### src/rtl/gnig_pkg.sv
package gnig_pkg;

  localparam int unsigned COORD_W = 10;
  localparam int unsigned DIM_W   = 11;
  localparam int unsigned INDEX_W = 20;
  localparam int unsigned COUNT_W = 3;
  localparam int unsigned CFG_IDX_W = 2;

  localparam int unsigned MAX_DIM_DEFAULT = 1024;

  localparam logic [CFG_IDX_W-1:0] REG_GRID_WIDTH  = 2'd0;
  localparam logic [CFG_IDX_W-1:0] REG_GRID_HEIGHT = 2'd1;
  localparam logic [CFG_IDX_W-1:0] REG_WRAP_MODE   = 2'd2;

  localparam logic [DIM_W-1:0] DIM_MIN         = 11'd2;
  localparam logic [DIM_W-1:0] GRID_WIDTH_RST  = 11'd2;
  localparam logic [DIM_W-1:0] GRID_HEIGHT_RST = 11'd2;
  localparam logic             WRAP_MODE_RST   = 1'b1;

  localparam logic [COUNT_W-1:0] COUNT_NONE   = 3'd0;
  localparam logic [COUNT_W-1:0] COUNT_CORNER = 3'd2;
  localparam logic [COUNT_W-1:0] COUNT_EDGE   = 3'd3;
  localparam logic [COUNT_W-1:0] COUNT_FULL   = 3'd4;

  typedef struct packed {
    logic [COORD_W-1:0] x;
    logic [INDEX_W-1:0] row_base;
    logic [DIM_W-1:0]   w;
    logic               inr;
    logic               bot;
    logic               top;
    logic               lft;
    logic               rgt;
    logic               wrap;
  } stage_t;

endpackage

### src/rtl/grid_neighbor_index_generator.sv
// throughput: one transaction per cycle while out_ready is high; stage 1 holds
// the row times width product, stage 2 the index adds and slot selection
// reset (synchronous, active high) empties both stages and sets
// grid_width 2, grid_height 2, wrap_mode 1
module grid_neighbor_index_generator
  import gnig_pkg::*;
#(
  parameter int unsigned MAX_DIM = MAX_DIM_DEFAULT
) (
  input  logic                 clk,
  input  logic                 rst,
  input  logic                 cfg_valid,
  output logic                 cfg_ready,
  input  logic [CFG_IDX_W-1:0] cfg_index,
  input  logic [DIM_W-1:0]     cfg_data,
  input  logic                 in_valid,
  output logic                 in_ready,
  input  logic [COORD_W-1:0]   column,
  input  logic [COORD_W-1:0]   row,
  output logic                 out_valid,
  input  logic                 out_ready,
  output logic [INDEX_W-1:0]   cell_index,
  output logic [INDEX_W-1:0]   neighbor_0,
  output logic [INDEX_W-1:0]   neighbor_1,
  output logic [INDEX_W-1:0]   neighbor_2,
  output logic [INDEX_W-1:0]   neighbor_3,
  output logic [COUNT_W-1:0]   neighbor_count,
  output logic                 in_range
);

  localparam logic [16:0] MaxDim = 17'(MAX_DIM);

  logic [DIM_W-1:0] grid_width;
  logic [DIM_W-1:0] grid_height;
  logic             wrap_mode;
  logic [INDEX_W-1:0] last_row_base;

  logic [DIM_W-1:0] eff_w;
  logic [DIM_W-1:0] eff_h;
  logic [2*DIM_W-1:0] last_row_full;

  logic   v1;
  stage_t s1;
  stage_t s1_next;
  logic   ready1;
  logic [COORD_W+DIM_W-1:0] prod_full;

  logic [INDEX_W-1:0] x20, w20, cell_idx, up, down, right, left;
  logic [INDEX_W-1:0] nb0_next, nb1_next, nb2_next, nb3_next;
  logic [COUNT_W-1:0] count_next;

  assign cfg_ready = 1'b1;

  always_comb begin
    if (grid_width < DIM_MIN) begin
      eff_w = DIM_MIN;
    end else if ({6'b0, grid_width} > MaxDim) begin
      eff_w = MaxDim[DIM_W-1:0];
    end else begin
      eff_w = grid_width;
    end
    if (grid_height < DIM_MIN) begin
      eff_h = DIM_MIN;
    end else if ({6'b0, grid_height} > MaxDim) begin
      eff_h = MaxDim[DIM_W-1:0];
    end else begin
      eff_h = grid_height;
    end
  end

  assign last_row_full = (eff_h - 11'd1) * eff_w;

  always_ff @(posedge clk) begin
    if (rst) begin
      grid_width  <= GRID_WIDTH_RST;
      grid_height <= GRID_HEIGHT_RST;
      wrap_mode   <= WRAP_MODE_RST;
    end else if (cfg_valid && cfg_ready) begin
      case (cfg_index)
        REG_GRID_WIDTH:  grid_width  <= cfg_data;
        REG_GRID_HEIGHT: grid_height <= cfg_data;
        REG_WRAP_MODE:   wrap_mode   <= cfg_data[0];
        default: ;
      endcase
    end
    last_row_base <= last_row_full[INDEX_W-1:0];
  end

  // stage 1: product and border flags
  assign ready1   = !out_valid || out_ready;
  assign in_ready = !v1 || ready1;

  assign prod_full = {11'b0, row} * {10'b0, eff_w};

  always_comb begin
    s1_next.x        = column;
    s1_next.row_base = prod_full[INDEX_W-1:0];
    s1_next.w        = eff_w;
    s1_next.inr      = ({1'b0, column} < eff_w) && ({1'b0, row} < eff_h);
    s1_next.bot      = (row == '0);
    s1_next.top      = ({1'b0, row} == eff_h - 11'd1);
    s1_next.lft      = (column == '0);
    s1_next.rgt      = ({1'b0, column} == eff_w - 11'd1);
    s1_next.wrap     = wrap_mode;
  end

  always_ff @(posedge clk) begin
    if (rst) begin
      v1 <= 1'b0;
    end else if (in_ready) begin
      v1 <= in_valid;
    end
    if (in_ready && in_valid) begin
      s1 <= s1_next;
    end
  end

  // stage 2: neighbor indices and slot order
  always_comb begin
    x20      = {10'b0, s1.x};
    w20      = {9'b0, s1.w};
    cell_idx = s1.row_base + x20;
    up       = cell_idx + w20;
    down     = cell_idx - w20;
    right    = cell_idx + 20'd1;
    left     = cell_idx - 20'd1;
    nb0_next   = '0;
    nb1_next   = '0;
    nb2_next   = '0;
    nb3_next   = '0;
    count_next = COUNT_NONE;
    if (s1.wrap) begin
      nb0_next   = s1.top ? x20 : up;
      nb1_next   = s1.bot ? (x20 + last_row_base) : down;
      nb2_next   = s1.rgt ? s1.row_base : right;
      nb3_next   = s1.lft ? (s1.row_base + w20 - 20'd1) : left;
      count_next = COUNT_FULL;
    end else if ((s1.bot || s1.top) && (s1.lft || s1.rgt)) begin
      nb0_next   = s1.lft ? right : left;
      nb1_next   = s1.bot ? up : down;
      count_next = COUNT_CORNER;
    end else if (s1.bot) begin
      nb0_next   = up;
      nb1_next   = left;
      nb2_next   = right;
      count_next = COUNT_EDGE;
    end else if (s1.top) begin
      nb0_next   = down;
      nb1_next   = left;
      nb2_next   = right;
      count_next = COUNT_EDGE;
    end else if (s1.lft) begin
      nb0_next   = up;
      nb1_next   = down;
      nb2_next   = right;
      count_next = COUNT_EDGE;
    end else if (s1.rgt) begin
      nb0_next   = up;
      nb1_next   = down;
      nb2_next   = left;
      count_next = COUNT_EDGE;
    end else begin
      nb0_next   = up;
      nb1_next   = down;
      nb2_next   = right;
      nb3_next   = left;
      count_next = COUNT_FULL;
    end
    if (!s1.inr) begin
      cell_idx   = '0;
      nb0_next   = '0;
      nb1_next   = '0;
      nb2_next   = '0;
      nb3_next   = '0;
      count_next = COUNT_NONE;
    end
  end

  always_ff @(posedge clk) begin
    if (rst) begin
      out_valid <= 1'b0;
    end else if (ready1) begin
      out_valid <= v1;
    end
    if (ready1 && v1) begin
      cell_index     <= cell_idx;
      neighbor_0     <= nb0_next;
      neighbor_1     <= nb1_next;
      neighbor_2     <= nb2_next;
      neighbor_3     <= nb3_next;
      neighbor_count <= count_next;
      in_range       <= s1.inr;
    end
  end

endmodule

### config.mk
export PLATFORM = sky130hd
export DESIGN_NAME = grid_neighbor_index_generator
export DESIGN_NICKNAME = d
export VERILOG_FILES = /design/src/rtl/gnig_pkg.sv /design/src/rtl/grid_neighbor_index_generator.sv
export SDC_FILE = /design/constraint.sdc
export NUM_CORES = 1
export LEC_CHECK = 0
export ABC_CLOCK_PERIOD_IN_PS = 6500
export BUFFER_PORTS_ARGS = -buffer_cell sky130_fd_sc_hd__buf_2
export CAP_MARGIN = 20
export CORE_UTILIZATION = 50
export CTS_CLUSTER_SIZE = 30
export DETAILED_ROUTE_END_ITERATION = 10
export PLACE_DENSITY_LB_ADDON = 0.05
export SLEW_MARGIN = 20
export SYNTH_ARGS = -nofsm -noshare
export SYNTH_HDL_FRONTEND = slang
export SYNTH_SLANG_ARGS = --single-unit
export TNS_END_PERCENT = 5
### constraint.sdc
create_clock -name clk -period 6.5 [get_ports clk]
set_input_delay 0.65 -clock clk [delete_from_list [all_inputs] [get_ports clk]]
set_output_delay 0.65 -clock clk [all_outputs]
set_load 0.01 [all_outputs]
==> reports/summary.log <==
INFO  synthesis      synthDistinctLibCells=84
INFO  drt            vias=19139
INFO  flow_run       maxCapViolations=0
INFO  drt            ant_nets=0
INFO  floorplanning  dieArea=45500um2
INFO  setup_path     timing.critical_path.slowest_stage_cell=fa_1
INFO  timing         grt_setup_unrepaired=true
INFO  setup_path     timing_worst_setup_path_type=reg -> reg
INFO  setup_path     worstSetupEndpointType=register
INFO  setup_path     critical_path_arrival=6.61ns
INFO  clock_network  max-clock-path-buffers=2
INFO  drt            wl_per_cell=21.7um
INFO  layout         post_route_cells_drive_above_1_share=11.5%
INFO  floorplanning  chipHeight=213um
INFO  setup_path     timing.critical_path.required=6.88ns
INFO  floorplanning  design.portCount=145
INFO  grt            first_global_vias=18631
INFO  timing         worst-slew-pin-transition=1.11ns
INFO  grt            grt_overflow_total=0
INFO  layout         final-instance-count-excl-fill=3321
INFO  power          sequentialPowerShare=27.6%
INFO  timing         fin_hold_viols=0
INFO  layout         most-common-layout-cells=inv_1 (329), nand2_1 (278), nor2_1 (242), ha_1 (197), fa_1 (177)
INFO  timing         fin_crit=6.23ns
INFO  floorplanning  start_util=50.6%
INFO  place          finalWeightedCongestion=0.995
INFO  drt            postRouteWirelength=72.0mm
INFO  floorplanning  core_area=44100um2
INFO  drt            drtPass1Iterations=6
INFO  setup_path     critical-path-max-stage-delay=0.51ns
INFO  timing         clock-skew-final=0.0162ns
INFO  power          share_comb_of_total_power=54.2%
INFO  grt            initial_antenna_violation_count=2
INFO  place          place_hpwl=58.4mm
INFO  drt            viasPerCell=5.76
INFO  power          switchingPower=2640uW
INFO  place          io_buffer_count=143
INFO  timing         report.final.slew_viol_count=0
INFO  clock_network  insertion_delay=0.50ns
INFO  synthesis      ys_warn_count=0
INFO  setup_path     worstSetupStartpointType=register
INFO  grt            maximum_number_of_pins_on_one_net_before_global_route_repair=72
INFO  clock_network  clkTransAtPathRegs=0.08ns
INFO  drt            drc=0
INFO  power          power_density=235nW/um2
INFO  layout         finalCoreUtilization=56.2%
INFO  setup_path     crit_path_max_fanout=6
INFO  synthesis      share_of_synthesized_flip_flops_with_an_asynchronous_set_or_reset=0%
INFO  power          p_leak=0.0111uW
INFO  power          totalPowerFinal=5840uW
INFO  timing         final.hold.worst_slack=0.378ns
INFO  timing         maxClockFrequency=161MHz
INFO  synthesis      syn-cell-area=22300um2
INFO  clock_network  cts_htree_levels=4
INFO  layout         fill_cells=4198
INFO  layout         areaGrowthSynthToFinish=11.1%
INFO  synthesis      synth_top_flop_cell=edfxtp_1
INFO  place          cell_total_after_placement=3275
INFO  drt            dr.first_iter.drc_count=1365
INFO  synthesis      ys_seq_area_share=24.3%
INFO  clock_network  cts_tree=done
INFO  power          vdd.ir_drop.worst=160uV
INFO  power          clockPowerShare=18.1%
INFO  timing         timing.final.setup_violations=0
INFO  clock_network  numCtsBuffers=17
INFO  outcome        result_of_the_run=finished clean
INFO  clock_network  cts.sink_count=196
INFO  floorplanning  floorplan.die.width=213um
INFO  grt            grt_first_pass_wirelength=109mm
INFO  clock_network  clk_root_buffer_cell=clkbuf_16
INFO  min_path       min-delay-path-class=in -> reg
INFO  floorplanning  row_count=77
INFO  timing         final_min_period_over_clock_period=95.8%
INFO  synthesis      synth_edf_count=151
INFO  synthesis      post_synth_inst_count=2576
INFO  synthesis      post_synth.cell_area_avg=8.67um2
INFO  layout         most_common_library_cell_in_the_layout_ignoring_fill_and_taps=inv_1
INFO  grt            grt_util_all_layers=32.3%
INFO  timing         slew_headroom=25.7%
INFO  setup_path     cp_common_cell=inv_1
INFO  synthesis      number_of_storage_elements_in_the_synthesis_netlist=196
INFO  power          p_int=3200uW
INFO  layout         finalNetCount=3131
INFO  power          sw_frac_of_total=45.3%
-- per-stage QoR --
stage	worst slack (ns)	setup TNS [ns]	area, um2
after detailed placement	-0.0761	-0.0761	24000
after global routing	-0.0134	-0.0134	24800
after CTS	0.0420	0	24600
after global placement	0.105	0	24000
final	0.270	0	24800
after floorplan	-0.0174	-0.0174	22400
-- critical path, delay by kind of cell (launching register included) --
family / cells / cell delay (ns)
AND/OR/NAND/NOR: 7 / 1.17
flip-flops: 1 / 0.32
multiplexers: 1 / 0.16
AO/OA/AOI/OAI: 9 / 1.66
adder cells (fa/ha/maj): 6 / 2.28
buffers and inverters: 6 / 0.51
-- area by class of cell --
cell class              count  area [um2]  area share [%]
multi-input cells        1936       15400            61.9
flip-flops and latches    196        5440            21.9
repair buffers            231        1420            5.71
inverters                 333        1250            5.04
well taps                 592         741            2.99
clock buffers              17         425            1.71
clock inverters            15         176           0.711
diodes                      1        2.50          0.0101
-- cells in the mapped netlist, drive strengths merged, types with 21 or more instances --
library cell	instances	area, um2
a211oi	25	193
a21o	24	180
a21oi	103	519
a22oi	21	158
and2	67	419
clkbuf	111	417
dfxtp	45	901
edfxtp	151	4530
fa	178	3560
ha	200	2500
inv	332	1250
mux2i	42	420
nand2	279	1050
nand3	56	285
nor2	243	912
nor2b	30	188
nor3	62	310
o21a	33	248
o21ai	98	490
o22ai	22	138
xnor2	131	1150
xor2	47	412
-- cells by family after synthesis --
group | after synthesis | share of synthesized area [%]
DFF | 196 | 24.3
and+or+nand+nor | 862 | 18.0
AOI/OAI and AO/OA | 455 | 13.6
buffers and inverters | 458 | 7.78
other | 2 | 0.0336
muxes | 47 | 2.13
xor gates and xnor gates | 178 | 7.02
adders and majority gates | 378 | 27.2
-- repair_timing --
item	4_1_cts	5_1_grt
buffers inserted	0	12
gates resized for setup	3	27
setup endpoints to repair	2	6
hold buffers	0	0
pin swaps	0	12
-- layer usage --
metal / up-vias / GRT usage (%) / routed length [um]
li1: 8969 / - / -
met1: 9304 / 40.1 / 29900
met2: 690 / 54.6 / 34800
met3: 174 / 3.87 / 3440
met4: 2 / 17.9 / 3950
met5: - / 0 / 8
-- registers in the layout, summed over array words and instances, names as in the netlist, 3 cells and up --
register and count:
neighbor_1 20, grid_width 11, neighbor_2 20, neighbor_0 20
grid_height 11, neighbor_count 3, cell_index 20, s1 47
last_row_base 20, neighbor_3 20
-- path summary, 6_finish.rpt --
path / from / cells after the start / endpoint / slack (ns)
hold reg to reg: grid_width[0] / 2 / grid_width[0] / 0.51
setup reg to reg: grid_height[6] / 29 / last_row_base[18] / 0.27
hold / removal: cfg_data[1] / 2 / grid_width[1] / 0.38
setup / recovery: grid_height[6] / 29 / last_row_base[18] / 0.27
-- power by group through the flow --
stage | Combinational (uW) | Sequential, uW | Clock [uW]
3_5_place_dp | 3080 | 1640 | 0
5_1_grt | 3450 | 1630 | 1120
6_report | 3170 | 1610 | 1060
4_1_cts | 3090 | 1610 | 1090
3_3_place_gp | 3040 | 1640 | 0
2_1_floorplan | 2110 | 1620 | 0
Note: power is estimated with default switching activity, not from simulation.
